`src/atv_pkg.sv`:
```
// Shared types and constants for the archive table validator.
package atv_pkg;

    localparam logic [20:0] MAX_ENTRIES   = 21'h100000;
    localparam logic [31:0] MIN_FILE_SIZE = 32'd24;

    localparam logic ACT_BEGIN = 1'b0;
    localparam logic ACT_WORD  = 1'b1;

    localparam logic STATUS_VALID   = 1'b0;
    localparam logic STATUS_INVALID = 1'b1;

    typedef enum logic [2:0] {
        ST_IDLE,
        ST_INFO,
        ST_DATA,
        ST_COUNT,
        ST_CRC,
        ST_START,
        ST_END
    } scan_state_t;

    typedef struct packed {
        logic        action;
        logic [31:0] word;
        logic [31:0] file_size;
    } item_t;

    typedef struct packed {
        logic        status;
        logic [20:0] entry_count;
    } verdict_t;

    // Table size in bytes for a given entry count: 12 + 12 * count.
    function automatic logic [25:0] table_bytes(input logic [20:0] count);
        logic [21:0] n;
        begin
            n = {1'b0, count} + 22'd1;
            table_bytes = {1'b0, n, 3'b000} + {2'b00, n, 2'b00};
        end
    endfunction

endpackage

```
`src/atv_in_stage.sv`:
```
// Input register stage holding one item ahead of the checker.
module atv_in_stage
    import atv_pkg::*;
(
    input  logic        clk,
    input  logic        rst_n,
    input  logic        in_valid,
    output logic        in_ready,
    input  logic        action,
    input  logic [31:0] word,
    input  logic [31:0] file_size,
    input  logic        take,
    output logic        item_valid,
    output item_t       item
);

    logic  valid_reg;
    logic  valid_next;
    item_t item_reg;

    assign in_ready   = !valid_reg || take;
    assign valid_next = in_valid || (valid_reg && !take);
    assign item_valid = valid_reg;
    assign item       = item_reg;

    always_ff @(posedge clk or negedge rst_n)
    begin
        if (!rst_n)
        begin
            valid_reg <= 1'b0;
        end
        else if (in_ready)
        begin
            valid_reg <= valid_next;
        end
    end

    always_ff @(posedge clk)
    begin
        if (in_valid && in_ready)
        begin
            item_reg <= '{action: action, word: word, file_size: file_size};
        end
    end

endmodule

```
`src/atv_scan.sv`:
```
// Scan FSM and structure rules: one archive word per cycle with fire.
module atv_scan
    import atv_pkg::*;
(
    input  logic     clk,
    input  logic     rst_n,
    input  logic     fire,
    input  item_t    item,
    output logic     res_valid,
    output verdict_t res
);

    scan_state_t state_reg;
    scan_state_t state_next;
    logic [20:0] entry_idx_reg;
    logic [20:0] entry_idx_next;
    logic [31:0] total_size_reg;
    logic [31:0] total_size_next;
    logic [31:0] table_end_reg;
    logic [31:0] table_end_next;
    logic [20:0] entry_total_reg;
    logic [20:0] entry_total_next;
    logic [31:0] previous_end_reg;
    logic [31:0] previous_end_next;
    logic [31:0] entry_start_reg;
    logic [31:0] entry_start_next;

    logic [32:0] size_sum;
    logic [25:0] table_len;
    logic        last_entry;

    assign size_sum   = {1'b0, table_end_reg} + {1'b0, item.word};
    assign table_len  = table_bytes(item.word[20:0]);
    assign last_entry = ({1'b0, entry_idx_reg} + 22'd1) >= {1'b0, entry_total_reg};

    always_ff @(posedge clk or negedge rst_n)
    begin
        if (!rst_n)
        begin
            state_reg     <= ST_IDLE;
            entry_idx_reg <= '0;
        end
        else
        begin
            state_reg     <= state_next;
            entry_idx_reg <= entry_idx_next;
        end
    end

    always_ff @(posedge clk)
    begin
        total_size_reg   <= total_size_next;
        table_end_reg    <= table_end_next;
        entry_total_reg  <= entry_total_next;
        previous_end_reg <= previous_end_next;
        entry_start_reg  <= entry_start_next;
    end

    always_comb
    begin
        state_next        = state_reg;
        entry_idx_next    = entry_idx_reg;
        total_size_next   = total_size_reg;
        table_end_next    = table_end_reg;
        entry_total_next  = entry_total_reg;
        previous_end_next = previous_end_reg;
        entry_start_next  = entry_start_reg;
        res_valid         = 1'b0;
        res               = '{status: STATUS_INVALID, entry_count: 21'd0};

        if (fire)
        begin
            if (item.action == ACT_BEGIN)
            begin
                total_size_next = item.file_size;
                if (item.file_size < MIN_FILE_SIZE)
                begin
                    res_valid  = 1'b1;
                    state_next = ST_IDLE;
                end
                else
                begin
                    state_next = ST_INFO;
                end
            end
            else
            begin
                unique case (state_reg)
                    ST_IDLE:
                    begin
                        state_next = ST_IDLE;
                    end
                    ST_INFO:
                    begin
                        table_end_next = item.word;
                        state_next     = ST_DATA;
                    end
                    ST_DATA:
                    begin
                        if (size_sum != {1'b0, total_size_reg})
                        begin
                            res_valid  = 1'b1;
                            state_next = ST_IDLE;
                        end
                        else
                        begin
                            state_next = ST_COUNT;
                        end
                    end
                    ST_COUNT:
                    begin
                        priority if (item.word == 32'd0 ||
                                     item.word > {11'd0, MAX_ENTRIES})
                        begin
                            res_valid  = 1'b1;
                            state_next = ST_IDLE;
                        end
                        else if ({6'd0, table_len} != table_end_reg)
                        begin
                            res_valid  = 1'b1;
                            state_next = ST_IDLE;
                        end
                        else
                        begin
                            entry_total_next  = item.word[20:0];
                            previous_end_next = table_end_reg;
                            entry_idx_next    = '0;
                            state_next        = ST_CRC;
                        end
                    end
                    ST_CRC:
                    begin
                        state_next = ST_START;
                    end
                    ST_START:
                    begin
                        priority if (item.word < table_end_reg ||
                                     item.word < previous_end_reg)
                        begin
                            res_valid  = 1'b1;
                            state_next = ST_IDLE;
                        end
                        else if (entry_idx_reg == 21'd0 && item.word != table_end_reg)
                        begin
                            res_valid  = 1'b1;
                            state_next = ST_IDLE;
                        end
                        else
                        begin
                            entry_start_next = item.word;
                            state_next       = ST_END;
                        end
                    end
                    ST_END:
                    begin
                        priority if (item.word < entry_start_reg ||
                                     item.word > total_size_reg)
                        begin
                            res_valid  = 1'b1;
                            state_next = ST_IDLE;
                        end
                        else if (last_entry)
                        begin
                            previous_end_next = item.word;
                            res_valid         = 1'b1;
                            res               = '{status: STATUS_VALID,
                                                  entry_count: entry_total_reg};
                            state_next        = ST_IDLE;
                        end
                        else
                        begin
                            previous_end_next = item.word;
                            entry_idx_next    = entry_idx_reg + 21'd1;
                            state_next        = ST_CRC;
                        end
                    end
                    default:
                    begin
                        state_next = ST_IDLE;
                    end
                endcase
            end
        end
    end

endmodule

```
`src/archive_table_validator_core.sv`:
```
// Top level of the archive table validator: input stage, checker, result register.
//
//  channel | signals                                  | direction
//  --------+------------------------------------------+----------
//  input   | in_valid, in_ready, action, word, file_size | in
//  result  | out_valid, out_ready, status, entry_count   | out
//
// One item per cycle unless a full result register stalls the checker: an item
// waits in the input register, and the verdict it causes is written to the result
// register at the edge on which the checker takes that item.
// Reset clears the input, scan and result valid state; the block starts idle.
// A full result register that is not taken stalls the checker and then input.
module archive_table_validator_core
    import atv_pkg::*;
(
    input  logic        clk,
    input  logic        rst_n,
    input  logic        in_valid,
    output logic        in_ready,
    input  logic        action,
    input  logic [31:0] word,
    input  logic [31:0] file_size,
    output logic        out_valid,
    input  logic        out_ready,
    output logic        status,
    output logic [20:0] entry_count
);

    logic     take;
    logic     item_valid;
    item_t    item;
    logic     res_valid;
    verdict_t res;

    logic     out_valid_reg;
    logic     out_valid_next;
    verdict_t out_reg;

    assign take = item_valid && (!out_valid_reg || out_ready);

    atv_in_stage u_in_stage (
        .clk        (clk),
        .rst_n      (rst_n),
        .in_valid   (in_valid),
        .in_ready   (in_ready),
        .action     (action),
        .word       (word),
        .file_size  (file_size),
        .take       (take),
        .item_valid (item_valid),
        .item       (item)
    );

    atv_scan u_scan (
        .clk       (clk),
        .rst_n     (rst_n),
        .fire      (take),
        .item      (item),
        .res_valid (res_valid),
        .res       (res)
    );

    always_comb
    begin
        priority if (take && res_valid)
        begin
            out_valid_next = 1'b1;
        end
        else if (out_ready)
        begin
            out_valid_next = 1'b0;
        end
        else
        begin
            out_valid_next = out_valid_reg;
        end
    end

    always_ff @(posedge clk or negedge rst_n)
    begin
        if (!rst_n)
        begin
            out_valid_reg <= 1'b0;
        end
        else
        begin
            out_valid_reg <= out_valid_next;
        end
    end

    always_ff @(posedge clk)
    begin
        if (take && res_valid)
        begin
            out_reg <= res;
        end
    end

    assign out_valid   = out_valid_reg;
    assign status      = out_reg.status;
    assign entry_count = out_reg.entry_count;

    a_invalid_zero: assert property (@(posedge clk) disable iff (!rst_n)
        out_valid && status == STATUS_INVALID |-> entry_count == 21'd0)
        else $error("invalid verdict with nonzero count");

    a_valid_count: assert property (@(posedge clk) disable iff (!rst_n)
        out_valid && status == STATUS_VALID |->
            entry_count != 21'd0 && entry_count <= MAX_ENTRIES)
        else $error("valid verdict with count out of range");

    a_result_when_taken: assert property (@(posedge clk) disable iff (!rst_n)
        take && res_valid |=> out_valid)
        else $error("verdict lost");

    a_no_take_when_blocked: assert property (@(posedge clk) disable iff (!rst_n)
        out_valid && !out_ready |-> !take)
        else $error("checker advanced while result blocked");

endmodule

```
`config.mk`:
```
export PLATFORM = sky130hd
export DESIGN_NAME = archive_table_validator_core
export DESIGN_NICKNAME = d
export VERILOG_FILES = /design/src/atv_pkg.sv /design/src/atv_in_stage.sv /design/src/atv_scan.sv /design/src/archive_table_validator_core.sv
export SDC_FILE = /design/constraint.sdc
export NUM_CORES = 1
export LEC_CHECK = 0
export ABC_AREA = 1
export BUFFER_PORTS_ARGS = -buffer_cell sky130_fd_sc_hd__buf_2
export CAP_MARGIN = 30
export CORE_MARGIN = 2
export CORE_UTILIZATION = 40
export CTS_CLUSTER_DIAMETER = 120
export DETAILED_ROUTE_END_ITERATION = 6
export PLACE_DENSITY = 0.65
export SETUP_SLACK_MARGIN = 0.5
export SLEW_MARGIN = 20
export SYNTH_ARGS = -nofsm -noshare
export SYNTH_HDL_FRONTEND = slang
export SYNTH_HIERARCHICAL = 1
export SYNTH_SLANG_ARGS = --single-unit
```
`constraint.sdc`:
```
create_clock -name clk -period 6.1 [get_ports clk]
set_input_delay 0.305 -clock clk [delete_from_list [all_inputs] [get_ports clk]]
set_output_delay 0.305 -clock clk [all_outputs]
set_load 0.02 [all_outputs]
```
* Word level (Yosys, flattened, before mapping)
Cells that the tools add are included.
** Storage, ports and cells
- Input bits :: 69
- Logic and storage cells :: 106
- Output and inout port bits :: 24
- Flip-flop bits (word level) :: 262
** Operators by class
- Add/sub/neg operators :: 5
- Bitwise logic cells :: 8
- Eq/ne operators :: 13
- $lt $le $gt $ge :: 7
- Muxes and demuxes :: 33
- Reductions and logical operators :: 26
** Operators by type and width (number)
- 32-bit < comparator :: 3
- 32-bit two-way mux :: 3
- 21-bit two-way mux :: 4
- 32-bit one-hot mux with 2 select lines :: 1
- 21-bit by 1-bit adder with 22-bit output, second input constant :: 2
- 21-bit one-hot mux with 2 select lines :: 1
- 32-bit by 32-bit adder with 33-bit output :: 1
- 33-bit by 32-bit inequality test with 1-bit output :: 1
- 32-bit by 21-bit > comparator with 1-bit output, second input constant :: 1
- 32-bit > comparator :: 1
- 32-bit logical NOT :: 1
- 32-bit by 5-bit < comparator with 1-bit output, second input constant :: 1
- 26-bit by 32-bit inequality test with 1-bit output :: 1
- 32-bit inequality test :: 1
- 25-bit by 24-bit adder with 26-bit output :: 1
- 22-bit by 21-bit greater-or-equal comparator with 1-bit output :: 1
- 22-bit two-way mux :: 1
- 21-bit by 1-bit adder with 21-bit output, second input constant :: 1
- 21-bit logical NOT :: 1
- 3-bit two-way mux :: 7
- 3-bit one-hot mux with 6 select lines :: 1
- 1-bit two-way mux :: 13
- 5-bit AND reduction :: 2
- 3-bit equality test, second input constant :: 3
- other kinds (16) :: 39

* Logic depth before layout (Yosys ltp)
Gate-level depths: netlist of the first run.
- Word-level depth :: 10
- Depth in mapped cells :: 31
- Gate-level depth less buffers :: 31

* Modules after synthesis
The synthesis of the first run kept the hierarchy.
** Modules (own cells, without submodules)
- atv_scan :: instances 1, area an instance 15736.3 µm², sequential area each 5074.9 µm², cells an instance 2129
- atv_in_stage :: instances 1, area an instance 1996.9 µm², sequential area each 1976.9 µm², cells an instance 71
- archive_table_validator_core :: instances 1, area an instance 724.4 µm², sequential area each 685.7 µm², cells an instance 31

* Worst setup path after synthesis of the first run
OpenSTA, ideal clock, no wires.
- Path kind :: reg-to-reg
- Start point :: register out_valid_reg, in the netlist out_valid
- End point :: register u_in_stage.item_reg (netlist bit u_in_stage/item[0]) (enable)
- Data required time :: 5.591 ns
- Stages on the path, launching flop included :: 6
- Period minus slack after synthesis :: 4.416 ns
- Path buffers :: 0
- Slack :: 1.684 ns
- Library setup time :: 0.509 ns
- Arrival :: 3.906 ns
- Cells stage by stage :: dfrtp_1 nand2_2 nand2_2 inv_1 inv_1 a21oi_1
** On the way
- Cells in the longest elaborated chain, start to end :: 5
** Ends and longest elaborated chain
- start, declared :: RTL line archive_table_validator_core.sv:35 : logic out_valid_reg;
- start signal, assigned :: RTL line archive_table_validator_core.sv:87 : out_valid_reg <= out_valid_next;
- 1-bit logical NOT :: RTL line archive_table_validator_core.sv:39 : assign take = item_valid && (!out_valid_reg || out_ready);
- 1-bit logical OR :: RTL line archive_table_validator_core.sv:39
- 1-bit logical AND :: RTL line archive_table_validator_core.sv:39
- net take :: RTL line archive_table_validator_core.sv:29 : logic take;
- 1-bit logical OR :: RTL line atv_in_stage.sv:21 : assign in_ready = !valid_reg || take;
- 1-bit logical AND :: RTL line atv_in_stage.sv:40 : if (in_valid && in_ready)
- end signal, assigned :: RTL line atv_in_stage.sv:42 : item_reg <= '{action: action, word: word, file_size: file_size};
- end, declared :: RTL line atv_in_stage.sv:19 : item_t item_reg;
The timed path passes the listed nets, and every way through them passes these cells.
A chain may end at the register's enable or synchronous reset.

* Worst setup path after layout of the first run
- Start point :: register u_in_stage.item_reg (netlist bit u_in_stage/item[32])
- End point :: register out_reg (netlist bit entry_count[19]) (enable)
** On the way
- Cells in the longest elaborated chain, start to end :: 9
- Elaborated cells on any way between the ends :: 26
- Classes of those cells :: 3 x add/sub; 5 x order compare; 3 x eq/ne; 9 x mux; 6 x reduce/logical
** Ends and longest elaborated chain
- 21-bit by 1-bit adder with 22-bit output :: RTL line atv_pkg.sv:38 : n = {1'b0, count} + 22'd1;
- 25-bit by 24-bit adder with 26-bit output :: RTL line atv_pkg.sv:39 : table_bytes = {1'b0, n, 3'b000} + {2'b00, n, 2'b00};
- 26-bit by 32-bit inequality test with 1-bit output :: RTL line atv_scan.sv:118 : else if ({6'd0, table_len} != table_end_reg)
- 1-bit two-way mux :: RTL line atv_scan.sv:118
- 1-bit two-way mux :: RTL line atv_scan.sv:112 : priority if (item.word == 32'd0 ||
- 1-bit one-hot mux with 4 select lines * :: RTL line atv_scan.sv:88 : unique case (state_reg)
- 1-bit two-way mux * :: RTL line atv_scan.sv:73 : if (item.action == ACT_BEGIN)
- 1-bit two-way mux * :: RTL line atv_scan.sv:71 : if (fire)
- net res_valid :: RTL line archive_table_validator_core.sv:32 : logic res_valid;
- 1-bit logical AND * :: RTL line archive_table_validator_core.sv:93 : if (take && res_valid)
- end signal, assigned :: RTL line archive_table_validator_core.sv:95 : out_reg <= res;
- end, declared :: RTL line archive_table_validator_core.sv:37 : verdict_t out_reg;
The timed path passes the listed nets; every way through them passes the cells marked *.

==> results.yml, run 1 <==
run_status:
  status: "completed"
critical_path:
  required_ns: 6.36
  crit_top_cell: "nand2_1"
  worst-path-max-fanout: 24
  cp_top_family: "simple AND/OR/NAND/NOR gates"
  rrSetupSlack_ns: 1.17
  critPathSlowestCell: "edfxtp_1"
  crit_arrival_ns: 5.20
  crit_buf_inv: 4
  path_class: "reg -> reg"
  crit_path_max_incr_delay_ns: 0.61
  worstPathCellList: "ha_1, nand2_1, nor2_4, nand3_2, nor2_2, inv_2, nor3_1, xor2_1, inv_1, ha_1, a21o_1, a21oi_1, a21boi_1, nand2_1, xor2_1, nor2_2, nand3_2, nand2_4, nand3_1, nand2_1, nand2_1, inv_1, nor2_2, buf_6"
  start_kind: "flip-flop"
  cp-end-kind: "flip-flop"
final_layout:
  multi_input_area_mm2: 0.00915
  regArea_mm2: 0.00774
  area_growth_syn_to_layout_pct: 16.5
  largest_reg_flops: 65
  mostFrequentLayoutCells: "nand2_1 (502), inv_1 (383), edfxtp_1 (236), nor2_1 (202), ha_1 (200)"
  drive_gt1_share_pct: 9.02
  layout_commonest_cell: "nand2_1"
  insertedDiodeCount: 0
  fill_cells: 4464
  finalNetCount: 2696
placed_design:
  place_hpwl_mm: 40.2
  dpl_worst_slack_ns: 1.21
  gp_congestion: 0.966
  portBuffers: 92
clock_network:
  cts_buffers: 30
  root_buffer: "clkbuf_16"
  path_clk_slew_ns: 0.06
  cts_max_level: 1
  clk_latency_ns: 0.59
  cts_sinks: 262
  cts_setup_buffers: 0
  cts_tree: "done"
  cts_max_path_buffers: 3
routing:
  drt_iter0_drc: 975
  drtPass1Iterations: 7
  via_count: 15700
  drc_errors: 0
  wirelength_mm: 50.9
  wl_per_cell_um: 16.7
  final_antenna_net_count: 0
  avgViaCountPerCell: 5.14
sta:
  clock_skew_ns: 0.0277
  whs_ns: 0.0278
  tightest_slew_ns: 0.965
  drv_slew: 0
  setup_violations: 0
  fmax_ghz: 0.203
  finalSetupTns_ns: 0
  min_period_ns: 4.93
  grt_setup_unrepaired: "false"
  post-route-period-util_pct: 80.9
  fin_ws_ns: 1.17
  max-slew-margin-rel_pct: 35.7
  hold_violations: 0
synthesis:
  synth_fp_nets: 2501
  synth-async-reset-ratio_pct: 9.92
  ys_ff_latch: 262
  avgSynthCellArea_um2: 8.27
  syn_inst: 2231
  yosysWarnings: 6
  syn_area_mm2: 0.0185
  synth_seq_area_share_pct: 41.9
  yosys_most_used_dff: "edfxtp_1"
  synth_edf_count: 236
  ys_types: 55
floorplanning:
  die_w_um: 219
  ios: 93
  die_area_mm2: 0.0479
  die_h_um: 219
  placementRows: 78
  initial_core_util_pct: 40.6
  coreArea_mm2: 0.0455
grt:
  grt_max_degree: 67
  antenna_found_initial: 0
  grt_pass1_wl_mm: 80.9
  track_usage_pct: 21.5
  overflow: 0
  grt_pass1_vias: 15600
pwr:
  p_leak_nw: 10.1
  ir_drop_v: 0.000221
  cellPowerDensity_mw_per_mm2: 251
flow_run:
  max_cap_violations: 0
worst_hold_path:
  hp-class: "in -> reg"
-- power by group --
group | switching (mW) | internal, mW
Clock | 0.728 | 1.15
Sequential | 0.107 | 2.10
Combinational | 0.844 | 0.461
Total | 1.68 | 3.71
-- metal layers --
metal / vias to the layer above / GRT usage (%) / routed length (um)
li1: 7823 / - / -
met1: 7349 / 27.2 / 22300
met2: 406 / 38.5 / 24800
met3: 86 / 2.27 / 2100
met4: 0 / 6.64 / 1670
met5: - / 0 / 0
-- cell usage after synthesis (4+ instances only) --
master / instances / share of area, %
nand3_1: 114 / 3.1
o21a_1: 6 / 0.24
a21oi_1: 125 / 3.4
nand3b_1: 14 / 0.57
nor4_1: 23 / 0.78
nand2_1: 502 / 10
clkbuf_1: 18 / 0.37
a21o_1: 4 / 0.16
or2_2: 4 / 0.14
ha_1: 200 / 14
o21ai_1: 7 / 0.19
a211oi_1: 6 / 0.24
nand4_1: 74 / 2.5
nor2_1: 206 / 4.2
nand2_2: 18 / 0.61
inv_1: 383 / 7.8
o31ai_1: 5 / 0.20
dfrtp_1: 26 / 3.5
nor2_4: 4 / 0.24
inv_2: 7 / 0.14
xor2_1: 57 / 2.7
nor3_1: 38 / 1.0
xnor2_1: 16 / 0.76
nor2_2: 10 / 0.34
edfxtp_1: 236 / 38
o21ai_0: 72 / 2.0
o211ai_1: 7 / 0.28
-- worst paths after layout --
path / endpoint / from / cells past startpoint
max: entry_count[19] / u_in_stage/item[32] / 24
min: out_valid / out_ready / 4
max reg2reg: entry_count[19] / u_in_stage/item[32] / 24
min reg2reg: u_scan/total_size_reg[2] / u_in_stage/item[2] / 0
max in group asynchronous: u_scan/entry_idx_reg[0] / rst_n / 2
min in group asynchronous: u_scan/entry_idx_reg[14] / rst_n / 2
-- cell type report --
type                            count  area share, %
Timing Repair Buffer              188           6.31
Clock inverter                     20           1.20
Clock buffer                       35           3.58
Tap cell                          600           3.49
Multi-Input combinational cell   1551           42.6
Inverter                          393           6.86
Sequential cell                   262           36.0
-- through the flow --
step / util, % / cells / area [um^2] / total power [mW]
3_5_place_dp: 43.5 / 2927 / 19800 / 3.50
3_3_place_gp: 43.5 / 2925 / 19800 / 3.47
2_1_floorplan: - / 2231 / 18500 / 3.11
6_report: 47.3 / 3049 / 21500 / 5.38
4_1_cts: 47.3 / 3049 / 21500 / 5.43
5_1_grt: 47.3 / 3049 / 21500 / 5.68
-- worst min-delay path, delay by kind of cell --
kind / cells / cell delay (ns)
AO/OA/AOI/OAI: 1 / 0.06
buffers and inverters: 2 / 0.13
AND/OR/NAND/NOR: 1 / 0.07
-- what timing repair did --
item	4_1_cts	5_1_grt
resized for setup	0	0
endpoints found under the hold margin	92	0
hold buffers	67	0
-- logic make-up after synthesis --
family          count (synthesis)  synth area share (%)
compound gates                252                  7.56
xor+xnor                       75                  3.71
fa+ha+maj                     201                  13.7
buf+inv                       418                  8.66
flops                         262                  41.9
simple gates                 1023                  24.5
(Power assumes the default switching activity.)
==> inputs of run 2 (changes only) <==
==> constraint.sdc (replaced) <==
create_clock -name clk -period 4.7 [get_ports clk]
set_input_delay 0.235 -clock clk [delete_from_list [all_inputs] [get_ports clk]]
set_output_delay 0.235 -clock clk [all_outputs]
set_load 0.02 [all_outputs]
==> run 2 against run 1 <==
  * Clock-buffer cell count down 2
  * Non-clock buffer count up 71
  * First-iteration DRC count up 33%
  * Register-to-register slack worse by 0.50 ns
  * Sequential power up 29%
  * Critical path type unchanged
  * Core utilization up 2.5 points
  * Global-route usage up 0.76 points
  * Wire length up 6.2%
  * Sequential share of layout area down 1.8 points
  * Worst setup slack worse by 0.50 ns
  * Flip-flop and latch count unchanged
  * Power up 33%
==> results.yml, run 2 (synthesized netlist as in run 1, its figures left out) <==
run_status:
  status: "completed"
critical_path:
  crit_top_cell: "nand2_1"
  path_class: "reg -> reg"
  crit_arrival_ns: 4.33
  r2r-end: "u_scan/previous_end_reg[14]"
  required_ns: 5.00
  critPathSlowestCell: "edfxtp_1"
  reg2reg_from: "u_in_stage/item[32]"
  cp-end-kind: "flip-flop"
  rrSetupSlack_ns: 0.67
  worst-path-max-fanout: 8
  crit_buf_inv: 3
  r2r_cells: 26
  crit_path_max_incr_delay_ns: 0.46
  start_kind: "flip-flop"
  cp_top_family: "simple AND/OR/NAND/NOR gates"
final_layout:
  fill_cells: 4334
  stdcell_count: 3123
  layout_commonest_cell: "nand2_1"
  finalNetCount: 2770
  multi_input_area_mm2: 0.00964
  regArea_mm2: 0.00774
  area_growth_syn_to_layout_pct: 22.7
  mostFrequentLayoutCells: "nand2_1 (490), inv_1 (380), edfxtp_1 (236), nor2_1 (192), ha_1 (184)"
  insertedDiodeCount: 0
  drive_gt1_share_pct: 14.8
  fin_util_pct: 49.8
  largest_reg_flops: 65
routing:
  wl_met3_mm: 2.63
  drt_iter0_drc: 1297
  wl_per_cell_um: 17.3
  final_antenna_net_count: 0
  wirelength_mm: 54.1
  via_count: 16000
  wl_met2_mm: 25.7
  drc_errors: 0
  drtPass1Iterations: 5
  wl_met1_mm: 23.5
  top_layer_used: "met4"
  avgViaCountPerCell: 5.14
worst_hold_path:
  hp-class: "in -> async"
clock_network:
  cts_buffers: 31
  clk_latency_ns: 0.58
  cts_tree: "done"
  path_clk_slew_ns: 0.07
  cts_sinks: 262
  cts_max_path_buffers: 3
  cts_max_level: 1
  root_buffer: "clkbuf_16"
floorplanning:
  placementRows: 78
  die_area_mm2: 0.0479
  coreArea_mm2: 0.0455
  die_h_um: 219
  ios: 93
  die_w_um: 219
  initial_core_util_pct: 40.6
grt:
  grt_pass1_vias: 16000
  track_usage_pct: 22.3
  grt_max_degree: 67
  overflow: 0
  grt_pass1_wl_mm: 83.2
  antenna_found_initial: 0
sta:
  fin_ws_ns: 0.671
  clock_skew_ns: 0.0103
  drv_slew: 0
  tightest_slew_ns: 0.884
  finalSetupTns_ns: 0
  max-slew-margin-rel_pct: 40.6
  fmax_ghz: 0.248
  grt_setup_unrepaired: "true"
  hold_violations: 0
  post-route-period-util_pct: 85.7
  min_period_ns: 4.03
  setup_violations: 0
pwr:
  p_leak_nw: 10.5
  ir_drop_v: 0.000288
  cellPowerDensity_mw_per_mm2: 317
placed_design:
  dpl_worst_slack_ns: 0.00936
  gp_congestion: 0.943
  place_hpwl_mm: 41.6
  portBuffers: 92
  dp.cells: 2971
flow_run:
  max_cap_violations: 0
## run 2: cell count changes in the layout (fill, tap and decap cells not counted), moves of 9 or more
cell | previous run | this run
ha_4 | 0 | 11
nand2_1 | 502 | 490
ha_1 | 200 | 184
nand2_2 | 18 | 30
buf_4 | 27 | 86
nand3_1 | 114 | 103
nor2_1 | 202 | 192
nand3_2 | 2 | 11
## run 2: worst max-delay path by stage
stage	from	end	slack, ns	depth (start not counted)
after floorplan	u_in_stage/item[33]	entry_count[0]	0.50	23
after global placement	u_scan/entry_idx_reg[0]	entry_count[10]	0.09	22
after detailed placement	u_scan/entry_idx_reg[0]	entry_count[10]	0.009	22
after global routing	u_in_stage/item[32]	u_scan/previous_end_reg[14]	0.40	26
after CTS	u_in_stage/item[33]	u_scan/previous_end_reg[8]	0.53	26
final	u_in_stage/item[32]	u_scan/previous_end_reg[14]	0.67	26
## run 2: through the flow
stage	total power, mW	hold slack, ns	cell area, um^2
detailed placement	4.57	0.294	20100
finish	7.17	0.217	22600
global route	7.56	0.266	22600
CTS	7.10	0.213	21900
floorplan	4.03	-0.0606	18500
global placement	4.54	0.288	20100
## run 2: where the power goes
part,internal [mW],switching (mW)
Clock,1.43,1.01
Combinational,0.706,1.19
Sequential,2.72,0.115
Total,4.86,2.31
## run 2: cell type report
cell class              instances  share of cell area [%]
clock inverters                23                    1.10
inverters                     393                    6.54
multi-input cells            1553                    42.6
flip-flops and latches        262                    34.2
repair buffers                259                    8.85
clock buffers                  33                    3.46
well taps                     600                    3.32
## run 2: repair_timing
item | CTS | global route
setup buffers | 2 | 20
pin swaps | 1 | 33
gates cloned | 1 | 5
endpoints found under the hold margin | 93 | 0
setup endpoints to repair | 54 | 119
resized for setup | 7 | 98
hold buffers | 68 | 0
## run 2: worst register-to-register path, delay by kind of cell (launching register included)
kind,cells,cell delay (ns)
adders and majority gates,1,0.22
buffers and inverters,3,0.47
and+or+nand+nor,21,2.28
xor gates and xnor gates,1,0.32
DFF,1,0.46
## run 2: layer usage
layer | global-route usage (%) | vias up
li1 | - | 7962
met1 | 28.4 | 7530
met2 | 38.0 | 445
met3 | 3.08 | 101
met4 | 8.96 | 0
met5 | 0 | -
